`src/rtl/upq_pkg.sv`:
```
// ----------------------------------------------------------------------------
// upq_pkg: shared definitions for the unique priority queue
// Operation codes, default sizes and the command and status bundles that pass
// between the controller and the datapath.
// ----------------------------------------------------------------------------
package upq_pkg;

  localparam int DEF_QUEUE_DEPTH = 16;
  localparam int DEF_PRIO_BITS   = 16;
  localparam int DEF_ELEM_BITS   = 16;

  typedef enum logic [1:0] {
    OP_ENQUEUE = 2'd0,
    OP_DEQUEUE = 2'd1,
    OP_CLEAR   = 2'd2,
    OP_REMOVE  = 2'd3
  } op_t;

  // Commands from the controller to the datapath.
  typedef struct packed {
    logic load;    // capture the request fields
    logic step;    // remove one entry of the priority range
    logic finish;  // carry out the operation and register the result
  } upq_cmd_t;

  // Status from the datapath to the controller.
  typedef struct packed {
    logic range_op;   // the held request is a range removal
    logic range_hit;  // at least one held entry lies in the range
  } upq_sts_t;

endpackage

```
`src/rtl/upq_ctrl.sv`:
```
// ----------------------------------------------------------------------------
// upq_ctrl: sequencing controller
// Accepts a request, then steps range removals one entry at a time and
// finishes every operation with a single result strobe.
// ----------------------------------------------------------------------------
module upq_ctrl
  import upq_pkg::*;
(
  input  logic     clk,
  input  logic     rst_n,
  input  logic     start,
  output logic     busy,
  input  upq_sts_t sts,
  output upq_cmd_t cmd
);

  typedef enum logic [1:0] {
    ST_IDLE = 2'b01,
    ST_RUN  = 2'b10
  } state_t;

  state_t state_r;
  state_t state_nxt;

  assign busy = (state_r == ST_RUN);

  always_comb begin
    state_nxt = state_r;
    cmd       = '0;
    case (state_r)
      ST_IDLE: begin
        if (start) begin
          cmd.load  = 1'b1;
          state_nxt = ST_RUN;
        end
      end
      ST_RUN: begin
        if (sts.range_op && sts.range_hit) begin
          cmd.step = 1'b1;
        end else begin
          cmd.finish = 1'b1;
          state_nxt  = ST_IDLE;
        end
      end
      default: begin
        state_nxt = ST_IDLE;
      end
    endcase
  end

  always_ff @(posedge clk) begin
    if (!rst_n) begin
      state_r <= ST_IDLE;
    end else begin
      state_r <= state_nxt;
    end
  end

endmodule

```
`src/rtl/upq_datapath.sv`:
```
// ----------------------------------------------------------------------------
// upq_datapath: sorted slot array and result registers
// Slots are kept packed and in ascending priority; every slot compares itself
// with the request and shifts to or from its neighbours.
// ----------------------------------------------------------------------------
module upq_datapath
  import upq_pkg::*;
#(
  parameter int QUEUE_DEPTH = DEF_QUEUE_DEPTH,
  parameter int PRIO_BITS   = DEF_PRIO_BITS,
  parameter int ELEM_BITS   = DEF_ELEM_BITS,
  parameter int CW          = $clog2(QUEUE_DEPTH + 1),
  parameter int IW          = $clog2(QUEUE_DEPTH)
)
(
  input  logic                 clk,
  input  logic                 rst_n,
  input  logic [1:0]           in_op,
  input  logic [ELEM_BITS-1:0] in_element,
  input  logic [PRIO_BITS-1:0] in_priority_req,
  input  logic [PRIO_BITS-1:0] in_range_low,
  input  logic [PRIO_BITS-1:0] in_range_high,
  input  upq_cmd_t             cmd,
  output upq_sts_t             sts,
  output logic                 out_valid,
  output logic                 out_op_ok,
  output logic [ELEM_BITS-1:0] out_element,
  output logic [CW-1:0]        out_entry_count,
  output logic                 out_queue_empty
);

  // Held request.
  op_t                  op_r;
  logic [ELEM_BITS-1:0] elem_r;
  logic [PRIO_BITS-1:0] prio_r;
  logic [PRIO_BITS-1:0] lo_r;
  logic [PRIO_BITS-1:0] hi_r;
  logic                 removed_r;
  logic                 removed_nxt;

  // Queue state.
  logic [CW-1:0]        count_r;
  logic [CW-1:0]        count_nxt;
  logic [PRIO_BITS-1:0] slot_prio_r [QUEUE_DEPTH];
  logic [ELEM_BITS-1:0] slot_elem_r [QUEUE_DEPTH];

  // Result registers.
  logic                 out_valid_r;
  logic                 out_op_ok_r;
  logic [ELEM_BITS-1:0] out_element_r;
  logic [CW-1:0]        out_entry_count_r;
  logic                 out_queue_empty_r;

  logic [QUEUE_DEPTH-1:0] slot_valid;
  logic [QUEUE_DEPTH-1:0] dup_hit;
  logic [QUEUE_DEPTH-1:0] ins;
  logic [QUEUE_DEPTH-1:0] take_new;
  logic [QUEUE_DEPTH-1:0] at_lo;
  logic [QUEUE_DEPTH-1:0] rng_hit;

  logic                 full;
  logic                 enq_do;
  logic                 deq_do;
  logic [IW-1:0]        deq_idx;
  logic [CW-1:0]        count_dec;
  logic                 op_ok;
  logic [ELEM_BITS-1:0] res_elem;

  genvar g;
  generate
    for (g = 0; g < QUEUE_DEPTH; g++) begin : g_slot
      logic [PRIO_BITS-1:0] prev_prio;
      logic [ELEM_BITS-1:0] prev_elem;
      logic [PRIO_BITS-1:0] next_prio;
      logic [ELEM_BITS-1:0] next_elem;

      assign slot_valid[g] = (CW'(g) < count_r);
      assign dup_hit[g]    = slot_valid[g] && (slot_prio_r[g] == prio_r);
      assign ins[g]        = !slot_valid[g] || (slot_prio_r[g] > prio_r);
      assign at_lo[g]      = slot_valid[g] && (slot_prio_r[g] >= lo_r);
      assign rng_hit[g]    = at_lo[g] && (slot_prio_r[g] < hi_r);

      if (g == 0) begin : g_first
        assign take_new[g] = ins[g];
        assign prev_prio   = '0;
        assign prev_elem   = '0;
      end else begin : g_inner
        assign take_new[g] = ins[g] && !ins[g-1];
        assign prev_prio   = slot_prio_r[g-1];
        assign prev_elem   = slot_elem_r[g-1];
      end

      if (g == QUEUE_DEPTH - 1) begin : g_last
        assign next_prio = slot_prio_r[g];
        assign next_elem = slot_elem_r[g];
      end else begin : g_body
        assign next_prio = slot_prio_r[g+1];
        assign next_elem = slot_elem_r[g+1];
      end

      // Enqueue opens a gap at the insertion point; range removal closes the
      // gap left by the lowest entry in range.
      always_ff @(posedge clk) begin
        if (enq_do && ins[g]) begin
          slot_prio_r[g] <= take_new[g] ? prio_r : prev_prio;
          slot_elem_r[g] <= take_new[g] ? elem_r : prev_elem;
        end else if (cmd.step && at_lo[g]) begin
          slot_prio_r[g] <= next_prio;
          slot_elem_r[g] <= next_elem;
        end
      end
    end
  endgenerate

  assign full      = (count_r == CW'(QUEUE_DEPTH));
  assign enq_do    = cmd.finish && (op_r == OP_ENQUEUE) && (prio_r != '0) && !full
                     && !(|dup_hit);
  assign deq_do    = cmd.finish && (op_r == OP_DEQUEUE) && (count_r != '0);
  assign count_dec = count_r - CW'(1);
  assign deq_idx   = count_dec[IW-1:0];

  assign sts.range_op  = (op_r == OP_REMOVE);
  assign sts.range_hit = |rng_hit;

  always_comb begin
    count_nxt   = count_r;
    removed_nxt = removed_r;
    op_ok       = 1'b0;
    res_elem    = '0;
    if (cmd.load) begin
      removed_nxt = 1'b0;
    end else if (cmd.step) begin
      count_nxt   = count_dec;
      removed_nxt = 1'b1;
    end else if (cmd.finish) begin
      case (op_r)
        OP_ENQUEUE: begin
          if (enq_do) begin
            count_nxt = count_r + CW'(1);
            op_ok     = 1'b1;
          end
        end
        OP_DEQUEUE: begin
          if (deq_do) begin
            count_nxt = count_dec;
            op_ok     = 1'b1;
            res_elem  = slot_elem_r[deq_idx];
          end
        end
        OP_CLEAR: begin
          count_nxt = '0;
        end
        OP_REMOVE: begin
          op_ok = removed_r;
        end
        default: begin
          count_nxt = count_r;
        end
      endcase
    end
  end

  // Request capture and result payload.
  always_ff @(posedge clk) begin
    if (cmd.load) begin
      op_r   <= op_t'(in_op);
      elem_r <= in_element;
      prio_r <= in_priority_req;
      lo_r   <= in_range_low;
      hi_r   <= in_range_high;
    end
    removed_r <= removed_nxt;
    if (cmd.finish) begin
      out_op_ok_r       <= op_ok;
      out_element_r     <= res_elem;
      out_entry_count_r <= count_nxt;
      out_queue_empty_r <= (count_nxt == '0);
    end
  end

  always_ff @(posedge clk) begin
    if (!rst_n) begin
      count_r     <= '0;
      out_valid_r <= 1'b0;
    end else begin
      count_r     <= count_nxt;
      out_valid_r <= cmd.finish;
    end
  end

  assign out_valid       = out_valid_r;
  assign out_op_ok       = out_op_ok_r;
  assign out_element     = out_element_r;
  assign out_entry_count = out_entry_count_r;
  assign out_queue_empty = out_queue_empty_r;

`ifndef ASSERT_OFF
  a_count_bound: assert property (@(posedge clk) disable iff (!rst_n)
    count_r <= CW'(QUEUE_DEPTH))
    else $error("entry count exceeds queue depth");

  a_step_dec: assert property (@(posedge clk) disable iff (!rst_n)
    cmd.step |=> (count_r == $past(count_dec)))
    else $error("range removal step did not drop exactly one entry");

  a_empty_flag: assert property (@(posedge clk) disable iff (!rst_n)
    out_valid_r |-> (out_queue_empty_r == (out_entry_count_r == '0)))
    else $error("empty flag disagrees with entry count");

  a_head_sorted: assert property (@(posedge clk) disable iff (!rst_n)
    (count_r >= CW'(2)) |-> (slot_prio_r[0] < slot_prio_r[1]))
    else $error("lowest slots out of priority order");
`endif

endmodule

```
`src/rtl/unique_priority_queue.sv`:
```
// ----------------------------------------------------------------------------
// unique_priority_queue: bounded priority queue with unique priorities
// The result strobe is registered when the run state finishes; a range removal
// first deletes the entries in its range, one per step.
// A new request is taken only once the last one has finished (busy low); the
// slot array removes at most one entry per step.
// Reset: synchronous and active low; the queue is empty at once, no clearing pass.
// ----------------------------------------------------------------------------
module unique_priority_queue
  import upq_pkg::*;
#(
  parameter int QUEUE_DEPTH = DEF_QUEUE_DEPTH,
  parameter int PRIO_BITS   = DEF_PRIO_BITS,
  parameter int ELEM_BITS   = DEF_ELEM_BITS
)
(
  input  logic                               clk,
  input  logic                               rst_n,
  input  logic                               start,
  output logic                               busy,
  input  logic [1:0]                         in_op,
  input  logic [ELEM_BITS-1:0]               in_element,
  input  logic [PRIO_BITS-1:0]               in_priority_req,
  input  logic [PRIO_BITS-1:0]               in_range_low,
  input  logic [PRIO_BITS-1:0]               in_range_high,
  output logic                               out_valid,
  output logic                               out_op_ok,
  output logic [ELEM_BITS-1:0]               out_element,
  output logic [$clog2(QUEUE_DEPTH+1)-1:0]   out_entry_count,
  output logic                               out_queue_empty
);

  // A request is taken when start is high while busy is low. The fields are
  // captured into the datapath and the controller moves to its run state,
  // which holds busy high. The result is registered in the final run cycle,
  // so its strobe appears in the same cycle that busy drops and the next
  // request may already be taken then.

  upq_cmd_t cmd;
  upq_sts_t sts;

  // The controller only sequences: it decides when to capture a request,
  // when to take another step of a range removal and when to finish.
  upq_ctrl u_ctrl (
    .clk   (clk),
    .rst_n (rst_n),
    .start (start),
    .busy  (busy),
    .sts   (sts),
    .cmd   (cmd)
  );

  // The datapath holds the packed, ascending slot array. Enqueue compares
  // every slot with the new priority in parallel and shifts the upper part
  // up by one; a range removal deletes the lowest entry in the range on each
  // step, which works because the entries in range form one contiguous run.
  // Dequeue takes the top valid slot, which has the highest priority.
  upq_datapath #(
    .QUEUE_DEPTH (QUEUE_DEPTH),
    .PRIO_BITS   (PRIO_BITS),
    .ELEM_BITS   (ELEM_BITS)
  ) u_datapath (
    .clk             (clk),
    .rst_n           (rst_n),
    .in_op           (in_op),
    .in_element      (in_element),
    .in_priority_req (in_priority_req),
    .in_range_low    (in_range_low),
    .in_range_high   (in_range_high),
    .cmd             (cmd),
    .sts             (sts),
    .out_valid       (out_valid),
    .out_op_ok       (out_op_ok),
    .out_element     (out_element),
    .out_entry_count (out_entry_count),
    .out_queue_empty (out_queue_empty)
  );

endmodule
```
`config.mk`:
```
export PLATFORM = sky130hd
export DESIGN_NAME = unique_priority_queue
export DESIGN_NICKNAME = d
export VERILOG_FILES = /design/src/rtl/upq_pkg.sv /design/src/rtl/upq_ctrl.sv /design/src/rtl/upq_datapath.sv /design/src/rtl/unique_priority_queue.sv
export SDC_FILE = /design/constraint.sdc
export NUM_CORES = 2
export LEC_CHECK = 0
export BUFFER_PORTS_ARGS = -buffer_cell sky130_fd_sc_hd__buf_2
export CAP_MARGIN = 0
export CORE_MARGIN = 10
export CORE_UTILIZATION = 40
export DETAILED_ROUTE_END_ITERATION = 10
export SLEW_MARGIN = 20
export SYNTH_ARGS = -nofsm -noshare
export SYNTH_HDL_FRONTEND = slang
export SYNTH_SLANG_ARGS = --single-unit
```
`constraint.sdc`:
```
create_clock -name clk -period 7.8 [get_ports clk]
set_input_delay 0.39 -clock clk [delete_from_list [all_inputs] [get_ports clk]]
set_output_delay 0.39 -clock clk [all_outputs]
set_load 0.02 [all_outputs]
```
; ---- Word level (Yosys, flattened, before mapping)
; Memory sizes are Yosys's and may differ from the RTL's. A register that Yosys moved wholly into a read port is not among the register bits.
; Cells that the tools add are included.
; W data, S select, Z words.
[word_totals]
regBits = 82
mem_bits_rw = 512
out_inout_bits = 25
word_cells = 459
mem_count = 2
[memory_table]
columns = name, depth, width, read_ports, rd_clocked_by_memory_dff, write_ports, line_no
row1 = u_datapath.slot_elem_r, 16, 16, 17, 1, 16, upq_datapath.sv:45  ; logic [ELEM_BITS-1:0] slot_elem_r [QUEUE_DEPTH];
row2 = u_datapath.slot_prio_r, 16, 16, 16, 0, 16, upq_datapath.sv:44  ; logic [PRIO_BITS-1:0] slot_prio_r [QUEUE_DEPTH];
[op_classes]
n_addsub = 2
magnitude_cmp = 64
n_eq_ne = 24
mux = 161
n_bitwise = 34
reduce_logical = 160
[op_table]
columns = cell, n
row1 = $mux W16, 64
row2 = $eq A16 B16 Y1, 16
row3 = $ge A16 B16 Y1, 16
row4 = $gt A16 B16 Y1, 16
row5 = $lt A16 B16 Y1, 16
row6 = $logic_and A1 B1 Y1, 102
row7 = $mux W1, 86
row8 = $lt A4 B5 Y1 const A, 8
row9 = $logic_not A1 Y1, 33
row10 = $or A1 B1 Y1, 32
row11 = $reduce_or A16 Y1, 2
row12 = $mux W5, 5
row13 = $lt A3 B5 Y1 const A, 4
row14 = $logic_or A1 B1 Y1, 16
row15 = $reduce_bool A16 Y1, 1
row16 = $pmux W5 S3, 1
row17 = $lt A1 B5 Y1 const A, 2
row18 = $lt A2 B5 Y1 const A, 2
row19 = $eq A2 B2 Y1 const B, 3
row20 = $mux W2, 3
row21 = $add A5 B1 Y5 const B, 1
row22 = $eq A5 B5 Y1 const B, 1
row23 = $logic_not A5 Y1, 1
row24 = $reduce_bool A5 Y1, 1
row25 = other kinds (10), 13

; ---- Longest topological paths before layout
; An unclocked memory read counts as a cell.
[logic_depth]
depth_word = 18
depth_mapped = 17

; ---- By module
; Synthesis repeated with hierarchy kept, for this count alone.
[unflattened]
cells_unflattened = 4471
hier_area_um2 = 48218.7
[by_module_without_submodules]
columns = module, instances, cells_each, area_per_inst_um2, seq_area_each_um2
row1 = upq_datapath, 1, 4463, 48132.4, 18187.4
row2 = upq_ctrl, 1, 8, 86.3, 40.0

; ---- Least setup slack after synthesis
; Ideal clock, no wire load.
[synth_timing]
path_type = register -> register
from = register u_datapath.prio_r[11]
to = memory u_datapath.slot_elem_r[1][0] in the netlist's numbering (enable)
setup_ps = 466
t_arrival_ps = 5201
slack_ps = 2134
stages_incl_launch_ff = 13
path_buffers = 3
synth_period_minus_slack_ps = 5666
path_cell_list = edfxtp_1 -> clkbuf_1 -> clkbuf_1 -> inv_1 -> ha_1 -> and3_1 -> and3_1 -> nand3_1 -> nand3_1 -> nor4_1 -> nand3_1 -> clkbuf_1 -> o21ai_0
[synth_lines]
columns = item, line_no
row1 = from (decl), upq_datapath.sv:35  ; logic [PRIO_BITS-1:0] prio_r;
row2 = from (signal assigned), upq_datapath.sv:168  ; prio_r <= in_priority_req;
row3 = to (decl), upq_datapath.sv:45

==> qor.yml <==
placement:
  gp_congestion: 1.03
  place_area_sq_mm: 0.0513
  port_buffers: 93
  dp_hpwl_um: 132000
  dp_slack_ns: 2.02
pwr:
  internal-power_uw: 6400
  p_sw_uw: 2530
  p_clk_share_pct: 42.3
  p_leak_uw: 0.0218
  ir_drop_uv: 153
  seq_power_share_pct: 41.5
  combPwrFrac_pct: 16.2
  netSwitchingFraction_pct: 28.3
  p_per_area_mw_per_mm2: 164
clock_tree:
  clk_pin_slew_ns: 0.06
  root_buffer: "clkbuf_16"
  cts_tree: "done"
  htreeDepth: 3
  cts_made_buffers: 75
  cts_resized: 0
  post_cts_buffers: 0
  cts_buffer_depth: 3
  numClockSinks: 610
  clk_latency_ns: 0.72
setup_path:
  end_kind: "register"
  cp_data_required_time_ns: 8.23
  startpoint_type: "register"
  r2r_cells: 13
  critPathMaxFanout: 17
  arrival_ns: 6.58
  slowest_stage: "o41ai_1"
  path_class: "register to register"
  crit-reg2reg-launch: "u_datapath.lo_r[1]"
  cp_cell_sequence: "inv_1 -> ha_1 -> a2111oi_0 -> nor4_1 -> o41ai_1 -> o211ai_1 -> nor4b_1 -> and3_1 -> nor2_1 -> buf_4 -> nand2_2 -> buf_4 -> mux2_2"
  r2r_end: "u_datapath.slot_elem_r[9][3]"
  regToRegSetupSlack_ns: 1.65
  cp_slowest_stage_delay_ns: 0.89
  critical_path.most_common_cell: "buf_4"
timing:
  fin_tns_setup_ns: 0
  hold_violations: 0
  setup_ws_ns: 1.65
  setup_viol: 0
  finalCritPeriodShare_pct: 78.8
  worst_pin_slew_ns: 1.27
  fmax_ghz: 0.163
  fin_crit_ns: 6.15
  slew_violations: 0
  relSlewSlack_pct: 14.5
  skew_ns: 0.0456
  rsz0062_at_grt: "false"
final_layout:
  multi_input_area_sq_mm: 0.0294
  fin_util_pct: 45.3
  seqCellArea_sq_mm: 0.0182
  fin_nets: 5244
  drive_gt1_share_pct: 21.8
  stdcell_area_sq_mm: 0.0545
  area_delta_synth_final_pct: 12.2
  fillers: 11100
global_routing:
  antenna_found_initial: 2
  grtUsageMet1_pct: 37.6
  gr-usage-met2_pct: 36.9
  globalRoute.busiestLayer: "met1"
  grt_use_met3_pct: 6.29
  grt_max_degree: 66
  track_usage_pct: 26.1
  grt_pass1_wl_um: 263000
  overflow: 0
  grt_pass1_vias: 36700
yosys:
  synth-main-ff-cell: "edfxtp_1"
  synth_edf_count: 601
  synth.yosys.seq_area_share_pct: 37.5
  ys.warnings.count: 0
  ys_types: 74
  synthCells: 4281
  synthArstFlopShare_pct: 0
  syn_area_sq_mm: 0.0486
  synth-seq-cells: 610
  syn_nets: 5105
  synth_area_per_cell_sq_um: 11.4
run_status:
  violations: "design-rule violations"
  status: "finished with violations"
routing:
  drc_errors: 1
  viasPerCell: 6.29
  vias: 38400
  avgRoutedWirePerCell_um: 30.0
  dr.pass1.iters: 8
  final_antenna_net_count: 0
  wl_um: 183000
  drtIter0Drc: 4616
floorplan:
  die_h_um: 369
  io_pins: 94
  dieArea_sq_mm: 0.136
  fp.dieW_um: 369
  core-area_sq_mm: 0.120
  row_count: 127
  start_util_pct: 40.4
min_path:
  holdPathEnd: "u_ctrl.state_r[0]"
  holdPathStages: 2
  hold_path.class: "primary input to register"
  holdCritStartpoint: "rst_n"
run:
  cap_violations: 0
==> through the flow <==
step,hold WS (ns),cells,total power [uW]
final,0.0828,6099,8930
after global routing,0.0700,6095,9200
after CTS,0.0285,6095,8930
after detailed placement,0.460,5889,5150
after global placement,0.466,5887,5120
after floorplan,0.440,4281,4640
==> sequential cells by signal, summed over array words and instances, names as in the netlist <==
register and count:
u_datapath.slot_elem_r 256, u_datapath.lo_r 16, u_datapath.count_r 5, u_datapath.out_entry_count 5, u_datapath.prio_r 16, u_datapath.out_queue_empty 1
u_datapath.out_op_ok 1, u_datapath.elem_r 16, u_datapath.hi_r 16, u_datapath.out_element 16, u_datapath.op_r 2, u_ctrl.state_r 2
u_datapath.removed_r 1, u_datapath.slot_prio_r 256, u_datapath.out_valid 1
==> repair_timing <==
action                     CTS  global route
hold endpoints to repair    66             0
hold buffers                66             0
setup endpoints to repair    0             0
==> cell usage in the layout (no fill, tap or decap), types with 61 or more instances in the layout <==
| cell | netlist | final |
|---|---|---|
| mux4_2 | 64 | 64 |
| nand2_1 | 226 | 221 |
| nand4_1 | 95 | 95 |
| inv_1 | 80 | 80 |
| a21oi_1 | 376 | 376 |
| o21ai_0 | 191 | 180 |
| a21o_1 | 98 | 96 |
| dlygate4sd3_1 | 0 | 66 |
| buf_4 | 5 | 113 |
| nor2b_1 | 62 | 61 |
| ha_1 | 755 | 754 |
| mux2i_1 | 226 | 226 |
| mux2_2 | 528 | 528 |
| a211oi_1 | 61 | 61 |
| edfxtp_1 | 601 | 601 |
| nor2_1 | 258 | 251 |
| clkbuf_16 | 0 | 77 |
| buf_2 | 16 | 93 |
==> how the worst max path moves through the flow <==
| stage | start | slack, ns | end |
|---|---|---|---|
| 2_1_floorplan | u_datapath.prio_r[11] | 2.13 | u_datapath.slot_elem_r[1][0] |
| 4_1_cts | u_datapath.lo_r[1] | 1.96 | u_datapath.slot_elem_r[9][3] |
| 5_1_grt | u_datapath.hi_r[1] | 1.51 | u_datapath.slot_elem_r[9][3] |
| 6_report | u_datapath.lo_r[1] | 1.65 | u_datapath.slot_elem_r[9][3] |
| 3_3_place_gp | u_datapath.lo_r[1] | 1.57 | u_datapath.slot_elem_r[9][14] |
| 3_5_place_dp | u_datapath.lo_r[1] | 2.02 | u_datapath.slot_elem_r[9][14] |
==> metal layers <==
| metal | part of all wire [%] | up-vias |
|---|---|---|
| met2 | 41 | 1986 |
| met5 | 0 | - |
| li1 | - | 17000 |
| met4 | 4.6 | 0 |
| met1 | 44 | 19000 |
| met3 | 11 | 306 |
==> synthesized netlist by cell type, types with 17 or more instances <==
| master | count | area, sq um |
|---|---|---|
| buf_1 | 21 | 78.8 |
| nand2_1 | 226 | 848 |
| a21o_1 | 98 | 736 |
| clkbuf_1 | 147 | 552 |
| o21a_1 | 53 | 398 |
| a211oi_1 | 61 | 458 |
| and4_1 | 30 | 263 |
| nor2_1 | 258 | 968 |
| inv_1 | 80 | 300 |
| edfxtp_1 | 601 | 18000 |
| nor4_1 | 17 | 106 |
| ha_1 | 755 | 9450 |
| mux2i_1 | 226 | 2260 |
| a21oi_1 | 376 | 1880 |
| mux4_2 | 64 | 1440 |
| buf_6 | 23 | 259 |
| nand2b_1 | 39 | 244 |
| nand3_1 | 57 | 285 |
| nor2b_1 | 62 | 388 |
| nor3_1 | 28 | 140 |
| o21ai_0 | 191 | 956 |
| nand4_1 | 95 | 594 |
| mux2_2 | 528 | 5950 |
==> layout make-up <==
cell class | count | area share, %
repair buffers | 274 | 3.69
clock buffers | 96 | 3.76
clock inverters | 44 | 0.952
multi-input cells | 3379 | 53.9
inverters | 80 | 0.551
diodes | 4 | 0.0184
flip-flops and latches | 610 | 33.4
well taps | 1612 | 3.70
==> critical path: cells and delay by family (launching register included) <==
family	cells	cell delay (ns)
adder cells (fa/ha/maj)	1	0.36
multiplexers	1	0.38
buffers and inverters	3	1.21
AO/OA/AOI/OAI	3	1.76
flip-flops	1	0.36
AND/OR/NAND/NOR	5	1.74
==> power groups by stage <==
| stage | Clock, uW | Sequential [uW] | Combinational [uW] |
|---|---|---|---|
| after floorplan | 0 | 3740 | 899 |
| after global placement | 0 | 3780 | 1350 |
| after detailed placement | 0 | 3770 | 1380 |
| after CTS | 3820 | 3710 | 1410 |
| after global routing | 3940 | 3710 | 1560 |
| final | 3780 | 3710 | 1450 |
==> cells by family after synthesis <==
family | synth area share (%)
flip-flops | 37.5
multiplexers | 19.8
AO/OA/AOI/OAI | 11.5
adder cells (fa/ha/maj) | 19.4
XOR/XNOR | 0.0541
AND/OR/NAND/NOR | 8.95
buffers and inverters | 2.69
No activity file was read; power rests on OpenSTA's default activity.
